**src/sv/spq_pkg.sv**
```systemverilog
package spq_pkg;

  // Default sizing
  localparam int unsigned QueueDepthDef = 16;
  localparam int unsigned TagBitsDef    = 16;

  // Fixed field widths
  localparam int unsigned TagFieldW  = 16;
  localparam int unsigned PrioW      = 3;
  localparam int unsigned StatusW    = 3;
  localparam int unsigned CfgIndexW  = 2;
  localparam int unsigned NumLevels  = 3;

  // Request kinds
  localparam logic KIND_ENQ = 1'b0;
  localparam logic KIND_DEQ = 1'b1;

  // Result status codes
  localparam logic [StatusW-1:0] ST_QUEUED   = 3'd0;
  localparam logic [StatusW-1:0] ST_BAD_PRIO = 3'd1;
  localparam logic [StatusW-1:0] ST_FULL     = 3'd2;
  localparam logic [StatusW-1:0] ST_DEQUEUED = 3'd3;
  localparam logic [StatusW-1:0] ST_EMPTY    = 3'd4;

  // Configuration register indexes
  localparam logic [CfgIndexW-1:0] CFG_LEVEL_ONE   = 2'd0;
  localparam logic [CfgIndexW-1:0] CFG_LEVEL_TWO   = 2'd1;
  localparam logic [CfgIndexW-1:0] CFG_LEVEL_THREE = 2'd2;

  // Reset codes
  localparam logic [PrioW-1:0] LEVEL_ONE_RST   = 3'd1;
  localparam logic [PrioW-1:0] LEVEL_TWO_RST   = 3'd2;
  localparam logic [PrioW-1:0] LEVEL_THREE_RST = 3'd3;

  typedef struct packed {
    logic                 kind;
    logic [TagFieldW-1:0] job_tag;
    logic [PrioW-1:0]     priority_req;
  } req_t;

  typedef struct packed {
    logic [StatusW-1:0]   status;
    logic [TagFieldW-1:0] out_tag;
    logic [PrioW-1:0]     out_priority;
  } rsp_t;

  // Per-queue control into the cell chain
  typedef struct packed {
    logic shift;  // pop head, everything moves one cell toward the head
    logic load;   // push at the first empty cell
  } cell_ctrl_t;

endpackage

```
**src/sv/spq_cell.sv**
```systemverilog
module spq_cell import spq_pkg::*; #(
  parameter int unsigned TAG_BITS = TagBitsDef
) (
  input  logic                clk_i,
  input  logic                rst_ni,
  input  cell_ctrl_t          ctrl_i,
  input  logic [TAG_BITS-1:0] push_tag_i,
  input  logic                prev_valid_i,  // neighbor toward the head
  input  logic                next_valid_i,  // neighbor toward the tail
  input  logic [TAG_BITS-1:0] next_tag_i,
  output logic                valid_o,
  output logic [TAG_BITS-1:0] tag_o
);

  logic                valid_d, valid_q;
  logic [TAG_BITS-1:0] tag_d, tag_q;

  always_comb begin
    valid_d = valid_q;
    tag_d   = tag_q;
    if (ctrl_i.shift) begin
      valid_d = next_valid_i;
      tag_d   = next_tag_i;
    end else if (ctrl_i.load && !valid_q && prev_valid_i) begin
      valid_d = 1'b1;
      tag_d   = push_tag_i;
    end
  end

  always_ff @(posedge clk_i or negedge rst_ni) begin
    if (!rst_ni) begin
      valid_q <= 1'b0;
    end else begin
      valid_q <= valid_d;
    end
  end

  always_ff @(posedge clk_i) begin
    tag_q <= tag_d;
  end

  assign valid_o = valid_q;
  assign tag_o   = tag_q;

endmodule

```
**src/sv/spq_chain.sv**
```systemverilog
module spq_chain import spq_pkg::*; #(
  parameter int unsigned QUEUE_DEPTH = QueueDepthDef,
  parameter int unsigned TAG_BITS    = TagBitsDef
) (
  input  logic                clk_i,
  input  logic                rst_ni,
  input  cell_ctrl_t          ctrl_i,
  input  logic [TAG_BITS-1:0] push_tag_i,
  output logic                nonempty_o,
  output logic                full_o,
  output logic [TAG_BITS-1:0] head_tag_o
);

  logic                valid [QUEUE_DEPTH];
  logic [TAG_BITS-1:0] tag   [QUEUE_DEPTH];

  for (genvar i = 0; i < QUEUE_DEPTH; i++) begin : g_cell
    logic                prev_valid;
    logic                next_valid;
    logic [TAG_BITS-1:0] next_tag;

    if (i == 0) begin : g_head
      assign prev_valid = 1'b1;
    end else begin : g_mid
      assign prev_valid = valid[i-1];
    end

    if (i == QUEUE_DEPTH - 1) begin : g_tail
      assign next_valid = 1'b0;
      assign next_tag   = '0;
    end else begin : g_inner
      assign next_valid = valid[i+1];
      assign next_tag   = tag[i+1];
    end

    spq_cell #(
      .TAG_BITS(TAG_BITS)
    ) u_cell (
      .clk_i       (clk_i),
      .rst_ni      (rst_ni),
      .ctrl_i      (ctrl_i),
      .push_tag_i  (push_tag_i),
      .prev_valid_i(prev_valid),
      .next_valid_i(next_valid),
      .next_tag_i  (next_tag),
      .valid_o     (valid[i]),
      .tag_o       (tag[i])
    );
  end

  assign nonempty_o = valid[0];
  assign full_o     = valid[QUEUE_DEPTH-1];
  assign head_tag_o = tag[0];

endmodule

```
**src/sv/strict_priority_three_level_queue.sv**
```systemverilog
// Channel  Dir  Handshake                  Payload
// in       in   in_valid_i / in_ready_o    in_data_i  (req_t: kind, job_tag, priority_req)
// out      out  out_valid_o / out_ready_i  out_data_o (rsp_t: status, out_tag, out_priority)
// cfg      in   cfg_valid_i / cfg_ready_o  cfg_index_i, cfg_data_i (level codes)
//
// One transfer per cycle while out_ready_i is high; each request yields one result
// in the next cycle. An enqueue fills a queue's first empty cell; a dequeue shifts
// that chain one cell toward the head.
// Reset empties all queues (cell valid bits) and restores codes 1, 2, 3.
// in_ready_o drops only while a result is held and out_ready_i is low.
// cfg_ready_o is always high; codes take effect on the next request.
module strict_priority_three_level_queue import spq_pkg::*; #(
  parameter int unsigned QUEUE_DEPTH = QueueDepthDef,
  parameter int unsigned TAG_BITS    = TagBitsDef
) (
  input  logic                 clk_i,
  input  logic                 rst_ni,
  input  logic                 in_valid_i,
  output logic                 in_ready_o,
  input  req_t                 in_data_i,
  output logic                 out_valid_o,
  input  logic                 out_ready_i,
  output rsp_t                 out_data_o,
  input  logic                 cfg_valid_i,
  output logic                 cfg_ready_o,
  input  logic [CfgIndexW-1:0] cfg_index_i,
  input  logic [PrioW-1:0]     cfg_data_i
);

  // Level codes, one per queue; queue 0 is served first.
  logic [PrioW-1:0] code_q [NumLevels];

  always_ff @(posedge clk_i or negedge rst_ni) begin
    if (!rst_ni) begin
      code_q[0] <= LEVEL_ONE_RST;
      code_q[1] <= LEVEL_TWO_RST;
      code_q[2] <= LEVEL_THREE_RST;
    end else if (cfg_valid_i) begin
      unique case (cfg_index_i)
        CFG_LEVEL_ONE:   code_q[0] <= cfg_data_i;
        CFG_LEVEL_TWO:   code_q[1] <= cfg_data_i;
        CFG_LEVEL_THREE: code_q[2] <= cfg_data_i;
        default: ;  // index outside the register list: dropped
      endcase
    end
  end

  assign cfg_ready_o = 1'b1;

  // Tag width adaption between the 16-bit field and the stored width.
  logic [TAG_BITS-1:0]  push_tag;
  logic [TAG_BITS-1:0]  pop_tag;
  logic [TagFieldW-1:0] pop_tag_field;

  if (TAG_BITS >= TagFieldW) begin : g_wide_tag
    assign push_tag      = TAG_BITS'(in_data_i.job_tag);
    assign pop_tag_field = pop_tag[TagFieldW-1:0];
  end else begin : g_narrow_tag
    assign push_tag      = in_data_i.job_tag[TAG_BITS-1:0];
    assign pop_tag_field = TagFieldW'(pop_tag);
  end

  // Queue chains
  cell_ctrl_t          ctrl     [NumLevels];
  logic                nonempty [NumLevels];
  logic                full     [NumLevels];
  logic [TAG_BITS-1:0] head_tag [NumLevels];

  for (genvar q = 0; q < NumLevels; q++) begin : g_queue
    spq_chain #(
      .QUEUE_DEPTH(QUEUE_DEPTH),
      .TAG_BITS   (TAG_BITS)
    ) u_chain (
      .clk_i     (clk_i),
      .rst_ni    (rst_ni),
      .ctrl_i    (ctrl[q]),
      .push_tag_i(push_tag),
      .nonempty_o(nonempty[q]),
      .full_o    (full[q]),
      .head_tag_o(head_tag[q])
    );
  end

  // Request decode
  logic in_fire;
  logic out_valid_q;
  rsp_t out_q, out_d;

  assign in_ready_o = !out_valid_q || out_ready_i;
  assign in_fire    = in_valid_i && in_ready_o;

  always_comb begin
    logic hit;
    hit     = 1'b0;
    pop_tag = '0;
    out_d   = '0;
    for (int q = 0; q < NumLevels; q++) begin
      ctrl[q] = '0;
    end

    if (in_data_i.kind == KIND_ENQ) begin
      // Lowest numbered queue with a matching code takes the job.
      out_d.status = ST_BAD_PRIO;
      for (int q = 0; q < NumLevels; q++) begin
        if (!hit && code_q[q] == in_data_i.priority_req) begin
          hit = 1'b1;
          if (full[q]) begin
            out_d.status = ST_FULL;
          end else begin
            out_d.status = ST_QUEUED;
            ctrl[q].load = in_fire;
          end
        end
      end
    end else begin
      // Strict priority: first non-empty queue gives up its head.
      out_d.status = ST_EMPTY;
      for (int q = 0; q < NumLevels; q++) begin
        if (!hit && nonempty[q]) begin
          hit                = 1'b1;
          pop_tag            = head_tag[q];
          out_d.out_priority = code_q[q];
          out_d.status       = ST_DEQUEUED;
          ctrl[q].shift      = in_fire;
        end
      end
      out_d.out_tag = pop_tag_field;
    end
  end

  // Output register
  always_ff @(posedge clk_i or negedge rst_ni) begin
    if (!rst_ni) begin
      out_valid_q <= 1'b0;
    end else if (in_fire) begin
      out_valid_q <= 1'b1;
    end else if (out_ready_i) begin
      out_valid_q <= 1'b0;
    end
  end

  always_ff @(posedge clk_i) begin
    if (in_fire) begin
      out_q <= out_d;
    end
  end

  assign out_valid_o = out_valid_q;
  assign out_data_o  = out_q;

endmodule

```
**config.mk**
```make
export PLATFORM = sky130hd
export DESIGN_NAME = strict_priority_three_level_queue
export DESIGN_NICKNAME = d
export VERILOG_FILES = /design/src/sv/spq_pkg.sv /design/src/sv/spq_cell.sv /design/src/sv/spq_chain.sv /design/src/sv/strict_priority_three_level_queue.sv
export SDC_FILE = /design/constraint.sdc
export NUM_CORES = 1
export LEC_CHECK = 0
export BUFFER_PORTS_ARGS = -buffer_cell sky130_fd_sc_hd__buf_4
export CELL_PAD_IN_SITES_DETAIL_PLACEMENT = 0
export CELL_PAD_IN_SITES_GLOBAL_PLACEMENT = 1
export CORE_ASPECT_RATIO = 0.9
export CORE_UTILIZATION = 52
export CTS_CLUSTER_DIAMETER = 50
export CTS_CLUSTER_SIZE = 8
export DETAILED_ROUTE_END_ITERATION = 12
export PLACE_DENSITY = 0.8
export REMOVE_ABC_BUFFERS = 1
export SYNTH_ARGS = -nofsm -noshare
export SYNTH_HDL_FRONTEND = slang
export SYNTH_SLANG_ARGS = --single-unit
```
**constraint.sdc**
```tcl
create_clock -name clk_i -period 4.2 [get_ports clk_i]
set_clock_uncertainty 0.2 [all_clocks]
set_input_delay 0.21 -clock clk_i [delete_from_list [all_inputs] [get_ports clk_i]]
set_output_delay 0.21 -clock clk_i [all_outputs]
set_load 0.05 [all_outputs]
```
==> results_dict.tcl, run 1 <==
set metrics [dict create \
    status "completed" \
    synth_cells 2695 \
    fillerInstances 5003 \
    criticalPathCategory "flip-flop to flip-flop" \
    syn_area_sq_um 33900 \
    cts_max_level 3 \
    drtAntennaViolNets 0 \
    drtPass1Iterations 5 \
    drtIter0Drc 1981 \
    cts_num_sinks 848 \
    cts_tree "built" \
    fin_crit_sh_pct 76.9 \
    reg2reg_depth 7 \
    rows 88 \
    grt_remaining_overflow 0 \
    max_freq_mhz 310 \
    arrival_ps 3390 \
    drive_above_1_share_pct 10.9 \
    rrSetupSlack_ps 970 \
    wire_per_inst_um 18.5 \
    final_cell_mix "nand2_1, edfxtp_1, a21o_1" \
    hold_path_class "input port to async pin" \
    async_flop_share_pct 6.84 \
    layout_commonest_cell "nand2_1" \
    cp_slowest_cell "nand2_1" \
    fin_crit_ps 3230 \
    fp.coreArea_sq_um 64300 \
    p_leak_nw 15.5 \
    crit_fanout 47 \
    setup_viol 0 \
    start_util_pct 52.8 \
    cts_buffers 118 \
    clk_pin_slew_ps 50 \
    nets 2803 \
    cp.depth 7 \
    area_growth_pct 14.7 \
    finalWirelength_um 68800 \
    synth.area.top_cells "edfxtp_1, nand2_1, a21o_1, dfrtp_1, dfxtp_1" \
    synth.largest_area_cell "edfxtp_1" \
    total_power_mw 20.8 \
    fin_area_sq_um 38900 \
    setup_tns_ps 0 \
    via_per_inst 5.40 \
    cts_resized 0 \
    r2r_start "out_valid_o" \
    die_w_um 271 \
    netlist-cell-type-count 48 \
    grt_start_max_net_pins 140 \
    grt_pass1_wl_um 110000 \
    crit_family "simple AND/OR/NAND/NOR gates" \
    rsz0062_at_grt "no" \
    yosysWarnings 0 \
    gp_congestion 0.794 \
    worst_slack_ps 969 \
    dpl.hpwl_um 42600 \
    grtUsageTotal_pct 21.3 \
    dieArea_sq_um 66300 \
    cp.required_ps 4360 \
    post-route-util_pct 60.5 \
    drc 0 \
    vias 20100 \
    io_pins 55 \
    syn_avg_cell_area_sq_um 12.6 \
    grt_pass1_vias 19400 \
    ys_seq_area_share_pct 72.8 \
    numPortBuffers 53 \
    clock_latency_ps 670 \
    worst_setup_path_end_kind "flip-flop" \
    antenna_found_initial 1 \
    path_buf_inv 2 \
    synth_edf_count 742 \
    worst_pin_slew_ps 1170 \
    synth_top_area_share_pct 65.7 \
    hold_viol 0 \
    ys_seq_elements 848 \
    maxCapViolCount 0 \
    synthFlopType "edfxtp_1" \
    regToRegEndpoint "g_queue[2].u_chain.g_cell[3].u_cell.tag_o[4]" \
    worstPathCellList "nand2b_1 > and2_1 > buf_4 > nand4_1 > buf_4 > nand2_1 > nand2_1" \
    place_ws_ps 1020 \
    root_buffer "clkbuf_16" \
    slew_headroom_pct 22.1 \
    die_h_um 244 \
    start_kind "flip-flop" \
    powerDensity_nw_per_um2 535 \
    slew_viol_final 0 \
    place_area_sq_um 35100 \
    clock_path_buffers 3 \
    slowest_delay_ps 760 \
    peakVddDrop_mv 0.328 \
]
area by class of cell:
| cell class | count | area (sq um) | share of cell area [%] |
|---|---|---|---|
| inverter | 12 | 45.0 | 0.116 |
| tap | 855 | 1070 | 2.75 |
| multi-input combinational | 1641 | 8320 | 21.4 |
| clock buffer | 203 | 3310 | 8.52 |
| antenna | 1 | 2.50 | 0.00643 |
| timing repair buffer | 152 | 1290 | 3.31 |
| clock inverter | 10 | 175 | 0.450 |
| sequential | 848 | 24700 | 63.5 |
metrics by stage:
step / instances / hold slack (ps)
6_report: 3722 / 2.78
5_1_grt: 3721 / 80.5
4_1_cts: 3721 / 22.2
3_5_place_dp: 3479 / 161
3_3_place_gp: 3479 / 147
2_1_floorplan: 2501 / -286
cell usage after synthesis (all sizes together), types with 2 or more instances:
library cell,n
clkbuf,73
o22a,3
nor4,2
nor3,2
o31ai,3
a22oi,3
inv,12
and3,3
dfrtp,54
nand2b,2
nand4,2
nand3b,2
dfstp,4
nand2,896
mux2i,16
nor2,109
and2,29
o21ai,79
a21o,345
xnor2,6
xor2,3
a21oi,66
edfxtp,742
and4,2
nor4b,2
nand3,48
dfxtp,48
mux2,9
buf,121
logic make-up (layout without fill, tap and decap cells):
group	count (synthesis)	in the layout	synth area share (%)
AND/OR/NAND/NOR	1104	1104	13.1
flip-flops	848	848	72.8
AO/OA/AOI/OAI	502	502	10.2
buffers and inverters	206	377	2.81
multiplexers	25	25	0.771
XOR/XNOR	9	9	0.232
other	1	2	0.0111
power breakdown:
group          switching (mW)  total [mW]  internal, mW
Sequential              0.300        10.2          9.86
Combinational            1.21        1.86         0.649
Clock                    3.38        8.79          5.41
flip-flops by register name, summed over array words and instances, names as in the netlist:
name                                   cells
g_queue.u_chain.g_cell.u_cell.tag_o      768
out_valid_o                                1
out_data_o                                22
g_queue.u_chain.g_cell.u_cell.valid_o     48
code_q                                     9
metal layers:
layer	global-route usage, %	wire length (um)	part of all wire, %	vias to the layer above
li1	-	-	-	9565
met5	0	0	0	-
met4	5.67	1370	2.0	0
met3	4.08	4190	6.1	109
met1	32.2	32500	47	9821
met2	31.5	30700	45	586
repair_timing:
action	CTS	global route
hold endpoints to repair	131	0
hold buffers	29	0
setup buffers	0	0
worst max-delay path by stage:
| stage | from | end | slack (ps) |
|---|---|---|---|
| 2_1_floorplan | out_valid_o | g_queue[0].u_chain.g_cell[0].u_cell.tag_o[10] | -4560 |
| 3_3_place_gp | code_q[0] | g_queue[2].u_chain.g_cell[14].u_cell.tag_o[10] | 1110 |
| 3_5_place_dp | out_valid_o | g_queue[1].u_chain.g_cell[1].u_cell.tag_o[1] | 1020 |
| 4_1_cts | out_valid_o | g_queue[1].u_chain.g_cell[0].u_cell.tag_o[1] | 1010 |
| 5_1_grt | code_q[0] | g_queue[2].u_chain.g_cell[14].u_cell.tag_o[10] | 800 |
| 6_report | out_valid_o | g_queue[2].u_chain.g_cell[3].u_cell.tag_o[4] | 970 |
Note: power is estimated with default switching activity, not from simulation.
==> inputs of run 2 (changes only) <==
Settings changed: CORE_UTILIZATION 52 to 47, PLACE_DENSITY 0.8 to 0.77.
Clock period 4.2 ns to 2.6 ns, I/O delays scaled along.
==> results_dict.tcl, run 2 (same netlist as run 1, synthesis figures left out) <==
set metrics [dict create \
    p_sw_mw 7.93 \
    grt_start_max_net_pins 123 \
    die_h_um 257 \
    clk_pin_slew_ps 50 \
    criticalPathCategory "flip-flop to flip-flop" \
    die_w_um 285 \
    maxCapViolCount 0 \
    clock_latency_ps 670 \
    cts_num_sinks 848 \
    via_per_inst 5.33 \
    drive_above_1_share_pct 12.4 \
    dieArea_sq_um 73300 \
    place_ws_ps -66.1 \
    antenna_found_initial 2 \
    hold_path_class "input port to flip-flop" \
    power_frac_clock_pct 41.6 \
    switching_share_pct 23.6 \
    comb_power_share_pct 9.4 \
    clock_path_buffers 3 \
    seqPwrFrac_pct 49.0 \
    nets 2857 \
    hold_viol 0 \
    rows 93 \
    cts_max_level 3 \
    drtPass1Iterations 5 \
    root_buffer "clkbuf_16" \
    drc 0 \
    r2r_start "code_q[0]" \
    num_antenna_cells 0 \
    worst_slack_ps 54.1 \
    p_leak_nw 15.8 \
    arrival_ps 2680 \
    fp.coreArea_sq_um 71400 \
    peakVddDrop_mv 0.695 \
    min_from "in_data_i[0]" \
    final_cell_mix "nand2_1, edfxtp_1, a21o_1" \
    drtIter0Drc 1758 \
    dpl.hpwl_um 46700 \
    grt_pass1_vias 20600 \
    crit_fanout 17 \
    setup_tns_ps 0 \
    gp_congestion 0.823 \
    cp.required_ps 2740 \
    io_pins 55 \
    slew_viol_final 0 \
    grtUsageTotal_pct 20.4 \
    cts_tree "built" \
    largest_reg_flops 768 \
    vias 20600 \
    worst_pin_slew_ps 1170 \
    grt_remaining_overflow 0 \
    setup_viol 0 \
    finalWirelength_um 74300 \
    worst_setup_path_end_kind "flip-flop" \
    fin_crit_ps 2550 \
    numPortBuffers 53 \
    slowest_delay_ps 550 \
    fin_crit_sh_pct 97.9 \
    start_kind "flip-flop" \
    powerDensity_nw_per_um2 843 \
    p_int_mw 25.6 \
    start_util_pct 47.5 \
    dpl.cell_count 3623 \
    cp_slowest_cell "dfstp_2" \
    area_growth_pct 17.3 \
    cts_buffers 118 \
    slew_headroom_pct 22.0 \
    drtAntennaViolNets 0 \
    status "completed" \
    max_freq_mhz 393 \
    crit_start "code_q[0]" \
    final_cells 3859 \
    layout_commonest_cell "nand2_1" \
    grt_pass1_wl_um 117000 \
    cpMostUsedCell "buf_4" \
    wire_per_inst_um 19.3 \
    worstPathCellList "xor2_1 > nor3_2 > nor4b_4 > buf_4 > buf_12 > nand2_1 > o21ai_1 > buf_4" \
]
## run 2: cell count changes in the layout (fill, tap and decap cells not counted), moves of 2 or more
cell | previous run | this run
buf_6 | 0 | 7
nor2_2 | 7 | 0
clkinv_2 | 1 | 3
bufinv_16 | 2 | 0
nor2_1 | 102 | 109
nand3_1 | 35 | 33
buf_4 | 117 | 131
buf_12 | 6 | 35
clkbuf_16 | 120 | 122
nand3_2 | 13 | 15
clkbuf_1 | 83 | 71
inv_16 | 0 | 3
clkinv_16 | 2 | 0
## run 2: critical path: cells and delay by family (launching register included)
| kind | cells | cell delay [ps] |
|---|---|---|
| XOR/XNOR | 1 | 80 |
| AO/OA/AOI/OAI | 1 | 160 |
| AND/OR/NAND/NOR | 3 | 610 |
| buffers and inverters | 3 | 610 |
| flip-flops | 1 | 550 |
## run 2: worst paths after layout
kind                                                                 end  cells after the start  slack [ps]
max in group asynchronous    g_queue[1].u_chain.g_cell[0].u_cell.valid_o                      3        1210
setup reg to reg           g_queue[2].u_chain.g_cell[2].u_cell.tag_o[10]                      8          50
hold reg to reg            g_queue[1].u_chain.g_cell[15].u_cell.tag_o[2]                      2         260
setup / recovery           g_queue[2].u_chain.g_cell[2].u_cell.tag_o[10]                      8          50
hold / removal               g_queue[0].u_chain.g_cell[9].u_cell.valid_o                      7          40
min in group asynchronous   g_queue[2].u_chain.g_cell[12].u_cell.valid_o                      3         420
## run 2: through the flow
stage               cell area (sq um)  util, %  hold WS [ps]  power [mW]
global placement                36000     50.3          45.7        19.7
global route                    39800     55.7          40.8        34.8
finish                          39800     55.7          44.0        33.5
floorplan                       33000        -          -366        18.5
CTS                             39700     55.5         0.898        33.8
detailed placement              36000     50.3          54.3        19.8
## run 2: repair_timing
action | 4_1_cts | 5_1_grt
resized for setup | 1 | 11
setup endpoints to repair | 211 | 801
gates cloned | 0 | 2
buffers inserted | 0 | 2
hold endpoints to repair | 513 | 0
hold buffers | 30 | 0
## run 2: cell type report
class                      instances  area, sq um
fill                            5809        31700
sequential                       848        24700
multi-input combinational       1641         8320
clock buffer                     192         3280
timing repair buffer             206         2140
tap                              950         1190
clock inverter                    10          113
inverter                          12         45.0
## run 2: power groups by stage
stage	combinational [mW]	sequential [mW]	clock, mW
2_1_floorplan	1.79	16.8	0
3_3_place_gp	3.00	16.7	0
3_5_place_dp	3.09	16.7	0
4_1_cts	3.16	16.4	14.2
5_1_grt	3.48	16.5	14.8
6_report	3.16	16.4	13.9
## run 2: per-layer routing
layer | track usage, % | share of wire [%] | up-vias
li1 | - | - | 9667
met5 | 0 | 0.016 | -
met4 | 7.07 | 2.9 | 2
met3 | 4.14 | 5.9 | 142
met2 | 31.4 | 46 | 566
met1 | 29.0 | 45 | 10200
==> inputs of run 3 (changes only) <==
Settings changed: CORE_UTILIZATION 47 to 49, CTS_BUF_LIST from default to sky130_fd_sc_hd__clkbuf_8, PLACE_DENSITY 0.77 to 0.79.
==> results_dict.tcl, run 3 (same netlist as run 1, synthesis figures left out) <==
set metrics [dict create \
    status "completed" \
    cts_tree "built" \
    slew_headroom_pct 42.1 \
    hold_path_class "input port to flip-flop" \
    crit_start "code_q[1]" \
    antenna_found_initial 3 \
    fin_crit_ps 2560 \
    grt_pass1_wl_um 115000 \
    grt_remaining_overflow 0 \
    hold_end "g_queue[0].u_chain.g_cell[15].u_cell.tag_o[4]" \
    vias 20500 \
    drtPass1Iterations 6 \
    area_growth_pct 14.2 \
    reg2reg_depth 9 \
    root_buffer "clkbuf_8" \
    place_area_sq_um 36000 \
    drc 0 \
    seq_area_sq_um 24700 \
    start_util_pct 49.5 \
    max_freq_mhz 391 \
    cts_max_level 3 \
    worst_setup_path_end_kind "flip-flop" \
    min_from "in_data_i[7]" \
    grt_start_max_net_pins 142 \
    clock_latency_ps 760 \
    setup_viol 0 \
    grt_pass1_vias 20100 \
    layout_commonest_cell "nand2_1" \
    largest_reg_flops 768 \
    post-route-util_pct 56.5 \
    multiInputGateArea_sq_um 8350 \
    holdPathStages 4 \
    peakVddDrop_mv 0.405 \
    rows 91 \
    worst_slack_ps 44.1 \
    r2r_start "code_q[1]" \
    final_cells 3880 \
    numPortBuffers 53 \
    die_w_um 279 \
    die_h_um 252 \
    clk_pin_slew_ps 60 \
    final_cell_mix "nand2_1, edfxtp_1, a21o_1" \
    fillerInstances 5661 \
    regToRegEndpoint "g_queue[2].u_chain.g_cell[15].u_cell.tag_o[8]" \
    fin_crit_sh_pct 98.3 \
    cts_num_sinks 848 \
    criticalPathCategory "flip-flop to flip-flop" \
    rrSetupSlack_ps 40 \
    p_leak_nw 15.7 \
    grtUsageTotal_pct 21.3 \
    start_kind "flip-flop" \
    place_ws_ps -101 \
    cp.required_ps 3070 \
    worst_pin_slew_ps 868 \
    drive_above_1_share_pct 12.6 \
    io_pins 55 \
    wire_per_inst_um 19.2 \
    fp.coreArea_sq_um 68500 \
    dpl.hpwl_um 46500 \
    maxCapViolCount 0 \
    powerDensity_nw_per_um2 746 \
    finalWirelength_um 74500 \
    drtIter0Drc 1995 \
    nets 2876 \
    gp_congestion 0.814 \
    dpl.cell_count 3606 \
    cts_buffers 117 \
    arrival_ps 3020 \
    fin_area_sq_um 38700 \
    clock_path_buffers 3 \
    crit_fanout 17 \
    drtAntennaViolNets 0 \
    hold_viol 0 \
    slew_viol_final 0 \
    via_per_inst 5.29 \
    dieArea_sq_um 70300 \
]
-- run 3: changes by cell type in the layout (fill, tap and decap cells not counted), moves of 3 or more --
cell / change
dlygate4sd3_1: +13
dlymetal6s4s_1: +3
clkbuf_8: +120
inv_1: +94
inv_16: -3
clkbuf_16: -120
buf_4: +3
clkbuf_1: -71
-- run 3: worst max-delay path by stage --
stage / endpoint / slack, ps / depth (start not counted)
3_5_place_dp: g_queue[2].u_chain.g_cell[10].u_cell.tag_o[5] / -100 / 7
4_1_cts: g_queue[2].u_chain.g_cell[10].u_cell.tag_o[13] / 20 / 7
6_report: g_queue[2].u_chain.g_cell[15].u_cell.tag_o[8] / 40 / 9
3_3_place_gp: g_queue[2].u_chain.g_cell[1].u_cell.tag_o[8] / -20 / 7
2_1_floorplan: g_queue[0].u_chain.g_cell[0].u_cell.tag_o[10] / -6160 / 5
5_1_grt: g_queue[2].u_chain.g_cell[15].u_cell.tag_o[6] / -10 / 9
-- run 3: layout make-up --
type | instances | area share, %
clock buffer | 121 | 4.30
clock inverter | 101 | 1.15
inverter | 12 | 0.116
timing repair buffer | 226 | 6.13
tap | 930 | 3.00
sequential | 848 | 63.7
antenna | 1 | 0.00646
multi-input combinational | 1641 | 21.6
-- run 3: stage by stage --
stage                     hold WS [ps]  setup TNS (ps)  total power [mW]
after floorplan                   -366        -5443260              18.5
after detailed placement          63.7          -15760              19.8
final                             84.1               0              28.9
after CTS                         1.88               0              29.1
after global placement            61.0           -1250              19.6
after global routing              60.7           -16.6              30.1
-- run 3: power breakdown --
group / switching, mW / internal, mW
combinational: 2.01 / 1.20
clock: 4.90 / 4.41
sequential: 0.492 / 15.9
-- run 3: worst max-delay path, cell delays in order, from the launching register on --
cell and delay, ps:
dfstp_2 550, xor2_1 90, nor3_2 180, buf_4 160, nor4b_4 220, buf_4 170
buf_12 150, nand3_1 90, dlygate4sd3_1 570, a21oi_1 110
-- run 3: what timing repair did --
action,4_1_cts,5_1_grt
pin swaps,0,3
hold buffers,46,0
endpoints found under the hold margin,626,0
gates cloned,0,2
endpoints found under the setup margin,255,690
gates resized for setup,5,17
buffers inserted,0,3
-- run 3: routing by layer --
| layer | track usage (%) | share of wire, % | routed length [um] | vias to the layer above |
|---|---|---|---|---|
| met1 | 30.3 | 45 | 33900 | 10100 |
| met3 | 4.38 | 6.2 | 4640 | 133 |
| met4 | 7.04 | 2.8 | 2110 | 2 |
| met2 | 32.9 | 45 | 33900 | 593 |
| met5 | 0 | 0.011 | 8 | - |
| li1 | - | - | - | 9686 |
